[config.mk]
export PLATFORM = sky130hd
export DESIGN_NAME = fsgs_ctrl
export DESIGN_NICKNAME = d
export VERILOG_FILES = /design/src/rtl/fsgs_pkg.sv /design/src/rtl/fsgs_ctrl.sv
export SDC_FILE = /design/constraint.sdc
export NUM_CORES = 1
export LEC_CHECK = 0
export BUFFER_PORTS_ARGS = -buffer_cell sky130_fd_sc_hd__buf_4
export CAP_MARGIN = 20
export CORE_MARGIN = 1.5
export CORE_UTILIZATION = 52
export DETAILED_ROUTE_END_ITERATION = 8
export GPL_TIMING_DRIVEN = 0
export PLACE_DENSITY = 0.73
export SLEW_MARGIN = 20
export SYNTH_ARGS = -nofsm -noshare
export SYNTH_HDL_FRONTEND = slang
export SYNTH_SLANG_ARGS = --single-unit
[constraint.sdc]
create_clock -name clock -period 5.83 [get_ports clock]
set_clock_uncertainty 0.15 [all_clocks]
set_input_delay 0.2915 -clock clock [delete_from_list [all_inputs] [get_ports clock]]
set_output_delay 0.2915 -clock clock [all_outputs]
set_load 0.005 [all_outputs]
[src/rtl/fsgs_pkg.sv]
// package for the falling sand grid sweep block
// holds grid sizes, material codes, operation codes, state types, the memory request types and the lfsr step
`default_nettype none
package fsgs_pkg;
   localparam int GridWidth  = 64;
   localparam int GridHeight = 64;
   localparam int XW = $clog2(GridWidth);
   localparam int YW = $clog2(GridHeight);
   localparam int AW = XW + YW;
   localparam int CellCount = GridWidth * GridHeight;
   localparam logic [15:0] LfsrMask = 16'hB400;

   typedef enum logic [1:0] {
      MAT_EMPTY = 2'd0, MAT_SAND = 2'd1, MAT_WATER = 2'd2, MAT_SOLID = 2'd3
   } mat_type;

   typedef enum logic [1:0] {
      OP_WRITE = 2'd0, OP_READ = 2'd1, OP_SWEEP = 2'd2, OP_NONE = 2'd3
   } op_type;

   typedef enum logic [3:0] {
      ST_INIT, ST_IDLE, ST_READ, ST_CLEAR, ST_VHERE, ST_VMARK, ST_PROBE, ST_PWAIT,
      ST_MOVE, ST_MARK, ST_NEXT, ST_DONE
   } state_type;

   // one cell access toward the grid memory
   typedef struct packed {
      logic          we;
      logic [AW-1:0] addr;
      logic [1:0]    wdata;
   } grid_req_type;

   // one mark access toward the mark memory
   typedef struct packed {
      logic          we;
      logic [AW-1:0] addr;
      logic          wdata;
   } mark_req_type;

   function automatic logic [15:0] lfsr_step(input logic [15:0] v);
      logic [15:0] s;
      s = v >> 1;
      if (v[0]) s = s ^ LfsrMask;
      return s;
   endfunction
endpackage
`default_nettype wire

[src/rtl/fsgs_ctrl.sv]
// sequencer for writes, reads and frame sweeps over the grid memories
// depends on fsgs_pkg; drives the grid and mark ram ports
`default_nettype none
module fsgs_ctrl import fsgs_pkg::*; (
   input  wire logic          clock,
   input  wire logic          reset,
   input  wire logic          req_valid,
   output logic               req_stall,
   input  wire logic [1:0]    req_operation,
   input  wire logic [5:0]    req_cell_x,
   input  wire logic [5:0]    req_cell_y,
   input  wire logic [1:0]    req_cell_material,
   output logic               rsp_valid,
   input  wire logic          rsp_stall,
   output logic [1:0]         rsp_read_material,
   output logic               rsp_sweep_done,
   input  wire logic          csr_write,
   input  wire logic [15:0]   csr_data,
   output grid_req_type       grid_req,
   input  wire logic [1:0]    grid_rdata,
   output mark_req_type       mark_req,
   input  wire logic          mark_rdata
);
   state_type st_ff, st_in;
   logic [15:0] lfsr_ff, lfsr_in;
   logic [AW-1:0] ptr_ff, ptr_in;     // clear pointer
   logic [XW-1:0] x_ff, x_in;
   logic [YW-1:0] y_ff, y_in;
   logic [XW-1:0] i_ff, i_in;         // column count within the row
   logic fwd_ff, fwd_in;
   logic sand_ff, sand_in;
   logic [2:0] pr_ff, pr_in;          // probe index 0..5, 6 once all probes are spent
   logic [AW-1:0] dst_ff, dst_in;
   logic [1:0] dmat_ff, dmat_in;
   logic rv_ff, rv_in;
   logic [1:0] rmat_ff, rmat_in;
   logic rdone_ff, rdone_in;
   logic rd_in_ff, rd_in_in;

   wire logic accept = req_valid && !req_stall;
   wire logic in_grid = ({26'd0, req_cell_x} < GridWidth) && ({26'd0, req_cell_y} < GridHeight);
   wire logic [AW-1:0] req_addr = {req_cell_y[YW-1:0], req_cell_x[XW-1:0]};
   wire logic [AW-1:0] here = {y_ff, x_ff};
   wire logic has_left  = x_ff != '0;
   wire logic has_right = x_ff != XW'(GridWidth - 1);
   wire logic has_below = y_ff != YW'(GridHeight - 1);
   wire logic out_free = !rv_ff || !rsp_stall;

   // probe candidate: valid and address
   logic pv;
   logic [AW-1:0] paddr;
   always_comb begin
      pv = 1'b0;
      paddr = here;
      case (pr_ff)
         3'd0: begin pv = has_below; paddr = {y_ff + 1'b1, x_ff}; end
         3'd1: begin pv = has_below && has_left; paddr = {y_ff + 1'b1, x_ff - 1'b1}; end
         3'd2: begin pv = has_below && has_right; paddr = {y_ff + 1'b1, x_ff + 1'b1}; end
         // the bit drawn in this very cycle picks left first
         3'd3: begin pv = !sand_ff && lfsr_ff[0] && has_left; paddr = {y_ff, x_ff - 1'b1}; end
         3'd4: begin pv = !sand_ff && has_right; paddr = {y_ff, x_ff + 1'b1}; end
         3'd5: begin pv = !sand_ff && has_left; paddr = {y_ff, x_ff - 1'b1}; end
         default: begin pv = 1'b0; paddr = here; end
      endcase
   end
   wire logic can_enter = (grid_rdata == MAT_EMPTY) || (sand_ff && grid_rdata == MAT_WATER);

   // next state
   always_comb begin
      st_in = st_ff;
      case (st_ff)
         ST_INIT:  if (ptr_ff == AW'(CellCount - 1)) st_in = ST_IDLE;
         ST_IDLE: if (accept) begin
            case (op_type'(req_operation))
               OP_READ:  st_in = ST_READ;
               OP_SWEEP: st_in = ST_CLEAR;
               default:  st_in = ST_IDLE;
            endcase
         end
         ST_READ:  st_in = ST_IDLE;
         ST_CLEAR: if (ptr_ff == AW'(CellCount - 1)) st_in = ST_VHERE;
         ST_VHERE: st_in = ST_VMARK;
         ST_VMARK: begin
            if (mark_rdata) st_in = ST_NEXT;
            else if (grid_rdata == MAT_SAND || grid_rdata == MAT_WATER) st_in = ST_PROBE;
            else st_in = ST_MARK;
         end
         ST_PROBE: begin
            if (pr_ff > 3'd5) st_in = ST_MARK;
            else if (pv) st_in = ST_PWAIT;
         end
         ST_PWAIT: st_in = can_enter ? ST_MOVE : ST_PROBE;
         ST_MOVE:  st_in = ST_NEXT;
         ST_MARK:  st_in = ST_NEXT;
         ST_NEXT: begin
            if (i_ff == XW'(GridWidth - 1) && y_ff == '0) st_in = ST_DONE;
            else st_in = ST_VHERE;
         end
         ST_DONE:  if (out_free) st_in = ST_IDLE;
         default:  st_in = ST_IDLE;
      endcase
   end

   // datapath and memory ports
   always_comb begin
      lfsr_in = lfsr_ff; ptr_in = ptr_ff; x_in = x_ff; y_in = y_ff; i_in = i_ff;
      fwd_in = fwd_ff; sand_in = sand_ff; pr_in = pr_ff;
      dst_in = dst_ff; dmat_in = dmat_ff;
      rv_in = rv_ff && rsp_stall; rmat_in = rmat_ff; rdone_in = rdone_ff;
      rd_in_in = rd_in_ff;
      grid_req = '{we: 1'b0, addr: here, wdata: MAT_EMPTY};
      mark_req = '{we: 1'b0, addr: here, wdata: 1'b0};
      req_stall = !(st_ff == ST_IDLE && out_free);
      case (st_ff)
         // empty the grid once after reset
         ST_INIT: begin
            grid_req = '{we: 1'b1, addr: ptr_ff, wdata: MAT_EMPTY};
            ptr_in = ptr_ff + 1'b1;
         end
         ST_IDLE: if (accept) begin
            grid_req.addr = req_addr;
            rd_in_in = in_grid;
            case (op_type'(req_operation))
               OP_WRITE: begin
                  grid_req.we = in_grid;
                  grid_req.wdata = req_cell_material;
                  rv_in = 1'b1; rmat_in = MAT_EMPTY; rdone_in = 1'b0;
               end
               OP_SWEEP: begin
                  ptr_in = '0;
                  fwd_in = lfsr_ff[0];
                  lfsr_in = lfsr_step(lfsr_ff);
                  i_in = '0;
                  y_in = YW'(GridHeight - 1);
                  x_in = lfsr_ff[0] ? '0 : XW'(GridWidth - 1);
               end
               OP_READ: ;
               default: begin rv_in = 1'b1; rmat_in = MAT_EMPTY; rdone_in = 1'b0; end
            endcase
         end
         ST_READ: begin
            rv_in = 1'b1; rdone_in = 1'b0;
            rmat_in = rd_in_ff ? grid_rdata : MAT_EMPTY;
         end
         ST_CLEAR: begin
            mark_req = '{we: 1'b1, addr: ptr_ff, wdata: 1'b0};
            ptr_in = ptr_ff + 1'b1;
         end
         ST_VHERE: begin
            grid_req.addr = here;
            mark_req.addr = here;
         end
         ST_VMARK: begin
            sand_in = grid_rdata == MAT_SAND;
            dmat_in = grid_rdata;
            pr_in = '0;
         end
         ST_PROBE: begin
            // water draws a bit once it has failed all three falls
            if (pr_ff == 3'd3 && !sand_ff) begin
               lfsr_in = lfsr_step(lfsr_ff);
            end
            if (pr_ff == 3'd3 && !sand_ff && !lfsr_ff[0]) begin
               pr_in = 3'd4;
            end else if (pr_ff <= 3'd5 && !pv) begin
               pr_in = pr_ff + 1'b1;
            end else if (pr_ff <= 3'd5) begin
               grid_req.addr = paddr;
               dst_in = paddr;
            end
         end
         ST_PWAIT: begin
            if (can_enter) begin
               // write displaced material back here
               grid_req = '{we: 1'b1, addr: here, wdata: grid_rdata};
            end else begin
               pr_in = pr_ff + 1'b1;
            end
         end
         ST_MOVE: begin
            grid_req = '{we: 1'b1, addr: dst_ff, wdata: dmat_ff};
            mark_req = '{we: 1'b1, addr: dst_ff, wdata: 1'b1};
         end
         ST_MARK: mark_req = '{we: 1'b1, addr: here, wdata: 1'b1};
         ST_NEXT: begin
            if (i_ff == XW'(GridWidth - 1)) begin
               i_in = '0;
               fwd_in = !fwd_ff;
               y_in = y_ff - 1'b1;
               x_in = fwd_ff ? XW'(GridWidth - 1) : '0;
            end else begin
               i_in = i_ff + 1'b1;
               x_in = fwd_ff ? x_ff + 1'b1 : x_ff - 1'b1;
            end
         end
         ST_DONE: if (out_free) begin
            rv_in = 1'b1; rmat_in = MAT_EMPTY; rdone_in = 1'b1;
         end
         default: ;
      endcase
      if (csr_write) lfsr_in = (csr_data == '0) ? 16'd1 : csr_data;
   end

   always_ff @(posedge clock) begin
      if (reset) begin
         st_ff <= ST_INIT;
         lfsr_ff <= 16'd1;
         rv_ff <= 1'b0;
         ptr_ff <= '0;
      end else begin
         st_ff <= st_in;
         lfsr_ff <= lfsr_in;
         rv_ff <= rv_in;
         ptr_ff <= ptr_in;
      end
      x_ff <= x_in; y_ff <= y_in; i_ff <= i_in; fwd_ff <= fwd_in;
      sand_ff <= sand_in; pr_ff <= pr_in;
      dst_ff <= dst_in; dmat_ff <= dmat_in; rmat_ff <= rmat_in; rdone_ff <= rdone_in;
      rd_in_ff <= rd_in_in;
   end

   assign rsp_valid = rv_ff;
   assign rsp_read_material = rmat_ff;
   assign rsp_sweep_done = rdone_ff;

   a_lfsr_nonzero: assert property (@(posedge clock) disable iff (reset) lfsr_ff != '0)
      else $error("lfsr reached zero");
   a_done_clean: assert property (@(posedge clock) disable iff (reset)
      rv_ff && rdone_ff |-> rmat_ff == MAT_EMPTY) else $error("sweep beat carries material");
   a_idle_only: assert property (@(posedge clock) disable iff (reset)
      accept |-> st_ff == ST_IDLE) else $error("beat taken while busy");
endmodule
`default_nettype wire

==> metrics.yaml, run 1 <==
yosys:
  yosys-top-cells-area: "edfxtp_1, dfxtp_1, a21oi_1"
  netlist.area_leader.share: 0.2063
  syn_inst: 689
  synth_common_cells: "nand2_1, nor2_1, a21oi_1"
  yosysMostFrequentCell: "nand2_1"
  yosysTopAreaCell: "edfxtp_1"
  yosysSeqAreaShare: 0.3198
  synth_edf_count: 40
  yosys_register_bits: 73
  avgSynthCellArea_um2: 8.450
  synth-async-reset-ratio: 0
  yosys_warnings: 0
  syn_nets: 747
  synthDistinctLibCells: 73
  synth_ff_type: "edfxtp_1"
  syn-cell-area_um2: 5822
power_and_ir_drop:
  seqPwrFrac: 0.246
  clkPwrFrac: 0.167
  vdd_drop_max_mv: 0.2032
  cellPowerDensity_nw_per_um2: 395.3
  power_frac_comb: 0.587
  p_sw_frac: 0.4452
  p_leak_nw: 2.610
  switchingPower_w: 0.001193
  intPower_w: 0.001487
critical_path:
  timing.critical_path.to_type: "output pin"
  crit_start: "pr_ff[2]"
  cp_max_fo: 10
  rr_endpoint: "dst_ff[4]"
  crit_arrival_ns: 3.66
  setup.worst_path.class: "reg2out"
  reg2regPathDepth: 9
  reg2reg_slack_ns: 2.26
  r2r_start: "pr_ff[2]"
  worstPathRequired_ns: 5.39
  critPathLaunchType: "flip-flop"
placed_design:
  place_congestion: 0.9585
  port_buffers: 72
  hpwl_mm: 14.72
floorplan:
  dieArea_um2: 11840
  core-area_um2: 10890
  dieWidth_um: 108.8
  row_count: 38
  start_util: 0.5347
  die_h_um: 108.8
  ios: 74
sta:
  period_share: 0.7036
  rsz0062_at_grt: "no"
  slew_headroom: 0.4442
  fmax_mhz: 243.8
  maxSlewViolCount: 0
  hold_viol_final: 0
  setup_tns_ns: 0
  finalSetupViolations: 0
  worst_pin_slew_ns: 0.8336
  fin_crit_ns: 4.102
grt:
  grt_pass1_vias: 5616
  grt_pass1_wl_mm: 29.70
  track_usage: 0.3325
  grt_max_degree: 15
  grt_overflow: 0
  antenna_found_initial: 0
run_status:
  status: "finished clean"
route:
  firstDrtPassIters: 5
  antenna_left: 0
  drc: 0
  routed_wirelength_mm: 19.37
  vias: 6085
  vias_per_cell: 6.621
  drtIter0Drc: 721
  wire_per_inst_um: 21.08
final_layout:
  final_util: 0.6226
  diodes: 0
  syn2layout_area_growth_pct: 16.44
  nets: 832
  layout-drive-gt1-share: 0.1797
hold_path:
  hold_class: "in2reg"
  min_to: "lfsr_ff[1]"
  hold_path_depth: 3
  hold_start: "csr_data[1]"
clocking:
  root_buffer: "clkbuf_8"
  clkLatencyLatePin_ns: 0.37
  cts.sinks: 73
  tritoncts: "done"
  htree_levels: 3
  cts_inserted_buffers: 9
  path_clk_slew_ns: 0.09
  cts.repair.resized: 0
  clk_path_buf_depth: 2
run:
  cap_violations: 0
[final cells by class]
class                      instances  area, um^2
tap                              140       175.2
fill                             954        4109
sequential                        73        1862
buffer                            57       276.5
clock inverter                     6       72.57
clock buffer                      10       148.9
timing repair buffer              74       560.5
multi-input combinational        529        3571
inverter                          30       112.6
[cell families (layout without fill, tap and decap cells)]
logic type | Yosys count | in the layout | synth area share
compound gates | 223 | 223 | 0.2818
xor+xnor | 24 | 24 | 0.03611
fa+ha+maj | 18 | 18 | 0.03869
buf+inv | 87 | 177 | 0.06684
flops | 73 | 73 | 0.3198
mux | 22 | 22 | 0.03847
simple gates | 242 | 242 | 0.2184
[how the worst max path moves through the flow]
stage,endpoint,cells past startpoint
finish,grid_req[8],11
global route,grid_req[8],11
CTS,grid_req[8],11
detailed placement,grid_req[8],11
global placement,grid_req[8],9
floorplan,dst_ff[0],9
[power by group through the flow]
stage	clock, W	sequential, W	combinational [W]
global route	0.000475	0.000664	0.00169
CTS	0.000452	0.000657	0.00153
global placement	0	0.000666	0.00150
finish	0.000449	0.000658	0.00157
floorplan	0	0.000657	0.000985
detailed placement	0	0.000669	0.00152
[stage by stage]
stage	total power [W]	hold WS [ns]	worst slack, ns	cells	instance area, um^2
floorplan	0.001642	0.2404	2.902	689	5822
global placement	0.002168	0.3112	2.273	901	6538
detailed placement	0.002191	0.3236	2.239	901	6538
CTS	0.002637	0.05124	1.833	919	6779
global route	0.002827	0.05132	1.497	919	6779
finish	0.002680	0.05821	1.728	919	6779
[worst max-delay path, stage by stage (launching register included)]
cell	delay (ns)
edfxtp_1	0.35
buf_2	0.22
clkbuf_1	0.37
inv_1	0.13
ha_1	0.23
nand2b_1	0.14
a311o_1	0.32
a21oi_1	0.42
clkbuf_1	0.47
a2111oi_0	0.13
a211oi_1	0.33
buf_4	0.18
[repair_timing]
action | in CTS | in global routing
endpoints found under the hold margin | 2 | 0
setup buffers | 0 | 0
hold buffers | 2 | 0
[routing by layer]
layer | wire (um) | up-vias | global-route usage
li1 | - | 2802 | -
met1 | 7963 | 2870 | 0.4485
met2 | 8826 | 360 | 0.5040
met3 | 1954 | 53 | 0.07830
met4 | 630 | 0 | 0.1513
met5 | 0 | - | 0
[layout by cell type (no fill, tap or decap), types with 17 or more instances in the layout]
cell	n
o22ai_1	26
a21oi_1	48
inv_1	29
edfxtp_1	40
buf_2	20
nor2_1	61
mux2i_1	19
nand2_1	63
a22oi_1	27
dfxtp_1	33
buf_4	74
ha_1	18
a211oi_1	22
xnor2_1	18
clkbuf_1	29
o221ai_1	17
[registers in the layout, summed over array words and instances, names as in the netlist]
signal             count
x_ff                   6
rsp_sweep_done         1
rsp_valid              1
dst_ff                12
fwd_ff                 1
sand_ff                1
rsp_read_material      2
dmat_ff                2
lfsr_ff               16
y_ff                   6
ptr_ff                12
i_ff                   6
pr_ff                  3
st_ff                  4
No activity file was read; power rests on OpenSTA's default activity.
==> run 2, diff against run 1 <==
--- a/config.mk
+++ b/config.mk
@@ -5,6 +5,7 @@
 export SDC_FILE = /design/constraint.sdc
 export NUM_CORES = 1
 export LEC_CHECK = 0
+export ABC_AREA = 1
 export BUFFER_PORTS_ARGS = -buffer_cell sky130_fd_sc_hd__buf_4
 export CAP_MARGIN = 20
 export CORE_MARGIN = 1.5
==> constraint.sdc (replaced) <==
create_clock -name clock -period 4.1 [get_ports clock]
set_clock_uncertainty 0.15 [all_clocks]
set_input_delay 0.205 -clock clock [delete_from_list [all_inputs] [get_ports clock]]
set_output_delay 0.205 -clock clock [all_outputs]
set_load 0.005 [all_outputs]
==> metrics.yaml, run 2 <==
clocking:
  htree_levels: 3
  cts_inserted_buffers: 9
  path_clk_slew_ns: 0.09
  clk_path_buf_depth: 2
  cts.sinks: 73
  clkLatencyLatePin_ns: 0.35
  root_buffer: "clkbuf_8"
  tritoncts: "done"
  cts.repair.resized: 0
critical_path:
  crit_arrival_ns: 3.17
  cp_max_fo: 10
  timing.critical_path.to_type: "output pin"
  setup.worst_path.class: "reg2out"
  critPathLaunchType: "flip-flop"
  worstPathRequired_ns: 3.74
sta:
  period_share: 0.8588
  maxSlewViolCount: 0
  slew_headroom: 0.4908
  hold_viol_final: 0
  fmax_mhz: 284.0
  worst_pin_slew_ns: 0.7638
  setup_tns_ns: 0
  finalSetupViolations: 0
  rsz0062_at_grt: "no"
  fin_crit_ns: 3.521
run:
  cap_violations: 0
power_and_ir_drop:
  p_sw_frac: 0.2670
  vdd_drop_max_mv: 0.2265
  cellPowerDensity_nw_per_um2: 234.2
  finalPower_w: 0.001457
  intPower_w: 0.001068
  power_frac_comb: 0.084
  switchingPower_w: 0.0003889
  seqPwrFrac: 0.540
  clkPwrFrac: 0.376
  p_leak_nw: 2.744
placed_design:
  place_congestion: 0.9588
  dpl_cell_area_um2: 5984
  hpwl_mm: 11.82
  port_buffers: 72
final_layout:
  fin_area_um2: 6218
  layout_common_cells: "nand2_1, inv_1, nor2_1, buf_4, nand3_1"
  regMostFlops: "lfsr_ff"
  layout-drive-gt1-share: 0.1450
  fill_cells: 920
  diodes: 0
  top_regs: "lfsr_ff x16, dst_ff x12, ptr_ff x12"
  syn2layout_area_growth_pct: 17.91
  final_common_cell: "nand2_1"
  largest_reg_flops: 16
  nets: 908
yosys:
  synthMuxAreaShare: 0
  yosysMostFrequentCell: "nand2_1"
  synth_ff_type: "edfxtp_1"
  synth_edf_count: 40
  synthSimpleGateAreaFrac: 0.2724
  yosysSeqAreaShare: 0.3530
  yosysTopAreaCell: "edfxtp_1"
  synth_compound_area_frac: 0.2074
  netlist.area_leader.share: 0.2278
  syn_nets: 820
  synth-async-reset-ratio: 0
  synth_xor_area_frac: 0.006643
  synth_top_family_by_area: "simple AND/OR/NAND/NOR gates"
  syn-cell-area_um2: 5274
  synthDistinctLibCells: 49
  avgSynthCellArea_um2: 6.921
  yosys_register_bits: 73
  yosys-top-cells-area: "edfxtp_1, dfxtp_1, nand2_1"
  syn_inst: 762
  synthAdderAreaFrac: 0.04270
  synth_common_cells: "nand2_1, inv_1, nor2_1"
  yosys_warnings: 0
route:
  vias: 5559
  drc: 0
  firstDrtPassIters: 6
  vias_per_cell: 5.627
  routed_wirelength_mm: 15.00
  wire_per_inst_um: 15.18
  antenna_left: 0
  drtIter0Drc: 473
floorplan:
  row_count: 36
  die_h_um: 103.7
  core-area_um2: 9819
  ios: 74
  dieWidth_um: 103.7
  start_util: 0.5371
  dieArea_um2: 10750
grt:
  track_usage: 0.2794
  grt_max_degree: 16
  grt_pass1_vias: 5136
  grt_overflow: 0
  antenna_found_initial: 0
  grt_pass1_wl_mm: 24.54
hold_path:
  hold_class: "in2reg"
run_status:
  status: "finished clean"
run 2: changes by cell type after synthesis, sizes merged, moves of 15 or more:
cell / before / now
nand2: 63 / 151
a211oi: 31 / 1
a22oi: 27 / 5
o21ai: 14 / 72
nor2: 61 / 81
inv: 29 / 129
clkbuf: 29 / 12
xnor2: 18 / 3
o22ai: 26 / 5
nand3: 12 / 66
mux2i: 19 / 0
run 2: worst paths after layout:
| check | start | endpoint | slack [ns] | cells after the start |
|---|---|---|---|---|
| worst min register to register | lfsr_ff[4] | lfsr_ff[4] | 0.30 | 2 |
| worst min-delay path | req_valid | rsp_valid | 0.02 | 3 |
| worst max-delay path | x_ff[0] | grid_req[12] | 0.58 | 13 |
| worst max register to register | x_ff[0] | pr_ff[0] | 0.97 | 11 |
run 2: what timing repair did:
item	4_1_cts	5_1_grt
endpoints found under the setup margin	0	0
hold buffers	5	0
buffers inserted	0	0
endpoints found under the hold margin	5	0
run 2: metal layers:
| layer | global-route usage | up-vias | part of all wire |
|---|---|---|---|
| met5 | 0 | - | 0 |
| met3 | 0.04720 | 27 | 0.075 |
| li1 | - | 2745 | - |
| met4 | 0.1022 | 0 | 0.019 |
| met1 | 0.3667 | 2546 | 0.43 |
| met2 | 0.4638 | 241 | 0.47 |
run 2: through the flow:
stage | hold WS (ns) | instances | utilization | setup WS [ns]
final | 0.01894 | 988 | 0.6333 | 0.5789
after global routing | 0.01537 | 988 | 0.6333 | 0.4245
after CTS | 0.005051 | 988 | 0.6333 | 0.6412
after detailed placement | 0.2678 | 967 | 0.6095 | 1.050
after global placement | 0.2665 | 967 | 0.6091 | 0.8676
after floorplan | 0.1539 | 762 | - | 1.631
run 2: logic make-up after synthesis:
family	count (synthesis)
xor+xnor	4
fa+ha+maj	18
simple gates	325
compound gates	186
flops	73
buf+inv	156
run 2: final cells by class:
type | count | area (um^2) | area share
Inverter | 130 | 490.5 | 0.07887
Multi-Input combinational cell | 533 | 2794 | 0.4493
Buffer | 26 | 131.4 | 0.02113
Clock inverter | 7 | 60.06 | 0.009658
Sequential cell | 73 | 1862 | 0.2994
Timing Repair Buffer | 77 | 590.6 | 0.09497
Tap cell | 133 | 166.4 | 0.02676
Clock buffer | 9 | 123.9 | 0.01992
run 2: power by group through the flow:
| stage | clock network [W] | registers (W) | logic [W] |
|---|---|---|---|
| floorplan | 0 | 0.000801 | 0.0000638 |
| global placement | 0 | 0.000803 | 0.000114 |
| detailed placement | 0 | 0.000804 | 0.000118 |
| CTS | 0.000551 | 0.000787 | 0.000122 |
| global route | 0.000583 | 0.000788 | 0.000138 |
| finish | 0.000548 | 0.000787 | 0.000122 |
run 2: worst max-delay path, stage by stage, from the launching register on:
cell and delay (ns):
edfxtp_1 0.53, clkinv_1 0.36, ha_1 0.37, nand2_1 0.10
nor2_1 0.05, nand3_1 0.07, nand3_1 0.07, nand4_1 0.28
nand2_1 0.20, buf_2 0.24, nand2_1 0.08, nand3_1 0.07
a21oi_1 0.25, buf_4 0.16
==> run 3, diff against run 2 <==
--- a/config.mk
+++ b/config.mk
@@ -13,6 +13,7 @@
 export DETAILED_ROUTE_END_ITERATION = 8
 export GPL_TIMING_DRIVEN = 0
 export PLACE_DENSITY = 0.73
+export RECOVER_POWER = 50
 export SLEW_MARGIN = 20
 export SYNTH_ARGS = -nofsm -noshare
 export SYNTH_HDL_FRONTEND = slang
==> constraint.sdc (replaced) <==
create_clock -name clock -period 4.15 [get_ports clock]
set_clock_uncertainty 0.15 [all_clocks]
set_input_delay 0.2075 -clock clock [delete_from_list [all_inputs] [get_ports clock]]
set_output_delay 0.2075 -clock clock [all_outputs]
set_load 0.005 [all_outputs]
==> metrics.yaml, run 3 (synthesized netlist as in run 2, its figures left out) <==
hold_path:
  hold_start: "req_valid"
  min_to: "rsp_valid"
  hold_class: "in2reg"
  hold_path_depth: 3
route:
  maxUsedRoutingLayer: "met4"
  antenna_left: 0
  vias_per_cell: 5.642
  wl_met2_mm: 7.023
  wire_per_inst_um: 15.19
  vias: 5574
  drtIter0Drc: 410
  wl_met3_mm: 1.072
  drc: 0
  wl_met1_mm: 6.556
  routed_wirelength_mm: 15.01
  firstDrtPassIters: 6
final_layout:
  regMostFlops: "lfsr_ff"
  final_cells: 988
  top_regs: "lfsr_ff x16, dst_ff x12, ptr_ff x12"
  layout-drive-gt1-share: 0.1240
  layout_common_cells: "nand2_1, inv_1, nor2_1, o21ai_0, nand3_1"
  fill_cells: 943
  fin_area_um2: 6117
  final_common_cell: "nand2_1"
  syn2layout_area_growth_pct: 15.99
  largest_reg_flops: 16
  regArea_um2: 1862
  diodes: 0
  nets: 908
  final_util: 0.6230
  multi_input_area_um2: 2720
critical_path:
  cp_num_buf_inv: 3
  crit_arrival_ns: 3.66
  reg2regPathDepth: 11
  critPathMaxStageDelay_ns: 0.81
  crit_path_top_delay_cell: "o21ai_0"
  cp_max_fo: 10
  r2r_start: "st_ff[1]"
  critPathLaunchType: "flip-flop"
  crit_family: "simple AND/OR/NAND/NOR gates"
  worstPathRequired_ns: 4.23
  cp_common_cell: "nor2_1"
  setup.worst_path.class: "reg2reg"
  timing.critical_path.to_type: "flip-flop"
  reg2reg_slack_ns: 0.57
  rr_endpoint: "lfsr_ff[8]"
  critical_path.cell_chain: "clkinvlp_2 > nand2_4 > nor2_1 > nand3_1 > nor2_1 > nor2_1 > o21ai_0 > inv_2 > clkbuf_1 > o21ai_0 > a21oi_1"
sta:
  fmax_mhz: 279.4
  maxSlewViolCount: 0
  finalSetupViolations: 0
  slew_headroom: 0.3137
  period_share: 0.8624
  setup_tns_ns: 0
  worst_pin_slew_ns: 1.019
  fin_crit_ns: 3.579
  fin_ws_ns: 0.5711
  hold_viol_final: 0
  rsz0062_at_grt: "no"
power_and_ir_drop:
  p_leak_nw: 2.706
  cellPowerDensity_nw_per_um2: 234.3
  vdd_drop_max_mv: 0.2239
grt:
  track_usage: 0.2794
  grt_max_degree: 16
  antenna_found_initial: 0
  grt_pass1_vias: 5136
  grt_overflow: 0
  grt_pass1_wl_mm: 24.54
placed_design:
  port_buffers: 72
  place_ws_ns: 1.098
  dpl_cell_area_um2: 5984
  placed_cells: 967
  hpwl_mm: 11.82
  place_congestion: 0.9588
run:
  cap_violations: 0
clocking:
  cts.sinks: 73
  tritoncts: "done"
  clk_path_buf_depth: 2
  root_buffer: "clkbuf_8"
  clkLatencyLatePin_ns: 0.35
  path_clk_slew_ns: 0.09
  cts.repair.resized: 0
  cts_inserted_buffers: 9
  htree_levels: 3
floorplan:
  core-area_um2: 9819
  start_util: 0.5371
  dieWidth_um: 103.7
  ios: 74
  dieArea_um2: 10750
  row_count: 36
  die_h_um: 103.7
run_status:
  status: "finished clean"
run 3: cell count changes in the layout (fill, tap and decap cells not counted), sizes merged:
cell	before	now
buf	86	75
clkbuf	21	32
clkinvlp	3	4
inv	133	132
run 3: timing repair:
| item | in CTS | in global routing |
|---|---|---|
| hold endpoints to repair | 5 | 0 |
| hold buffers | 5 | 0 |
| buffers inserted | 0 | 0 |
run 3: area by class of cell:
class,count,share of cell area
clock inverters,7,0.009818
inverters,130,0.07998
clock buffers,9,0.02025
plain buffers,26,0.01841
multi-input cells,533,0.4447
repair buffers,77,0.09532
well taps,133,0.02720
flip-flops and latches,73,0.3044
run 3: worst max-delay path by stage:
stage               startpoint           end  slack, ns  depth (start not counted)
global route          st_ff[1]    lfsr_ff[9]       0.28                         11
finish                st_ff[1]    lfsr_ff[8]       0.57                         11
global placement      st_ff[1]       x_ff[4]       0.92                          6
floorplan             st_ff[2]       i_ff[0]       1.68                          6
detailed placement     x_ff[0]  grid_req[12]       1.10                         13
CTS                    x_ff[0]  grid_req[12]       0.69                         13
run 3: worst reg2reg max path, delay by kind of cell, from the launching register on:
kind,cells,cell delay (ns)
compound gates,3,1.11
buf+inv,3,0.66
flops,1,0.41
simple gates,5,1.16
run 3: per-stage QoR:
step | hold WS (ns) | power, W
finish | 0.01160 | 0.001433
global route | 0.009168 | 0.001486
CTS | 0.007551 | 0.001442
detailed placement | 0.2703 | 0.0009101
global placement | 0.2690 | 0.0009059
floorplan | 0.1564 | 0.0008545
run 3: power breakdown:
group / total, W / switching (W) / internal, W
Sequential: 0.000777 / 0.00000772 / 0.000769
Combinational: 0.000117 / 0.0000618 / 0.0000550
Clock: 0.000539 / 0.000312 / 0.000228
run 3: per-layer routing:
metal / global-route usage / up-vias
li1: - / 2747
met1: 0.3667 / 2552
met2: 0.4638 / 244
met3: 0.04720 / 31
met4: 0.1022 / 0
met5: 0 / -
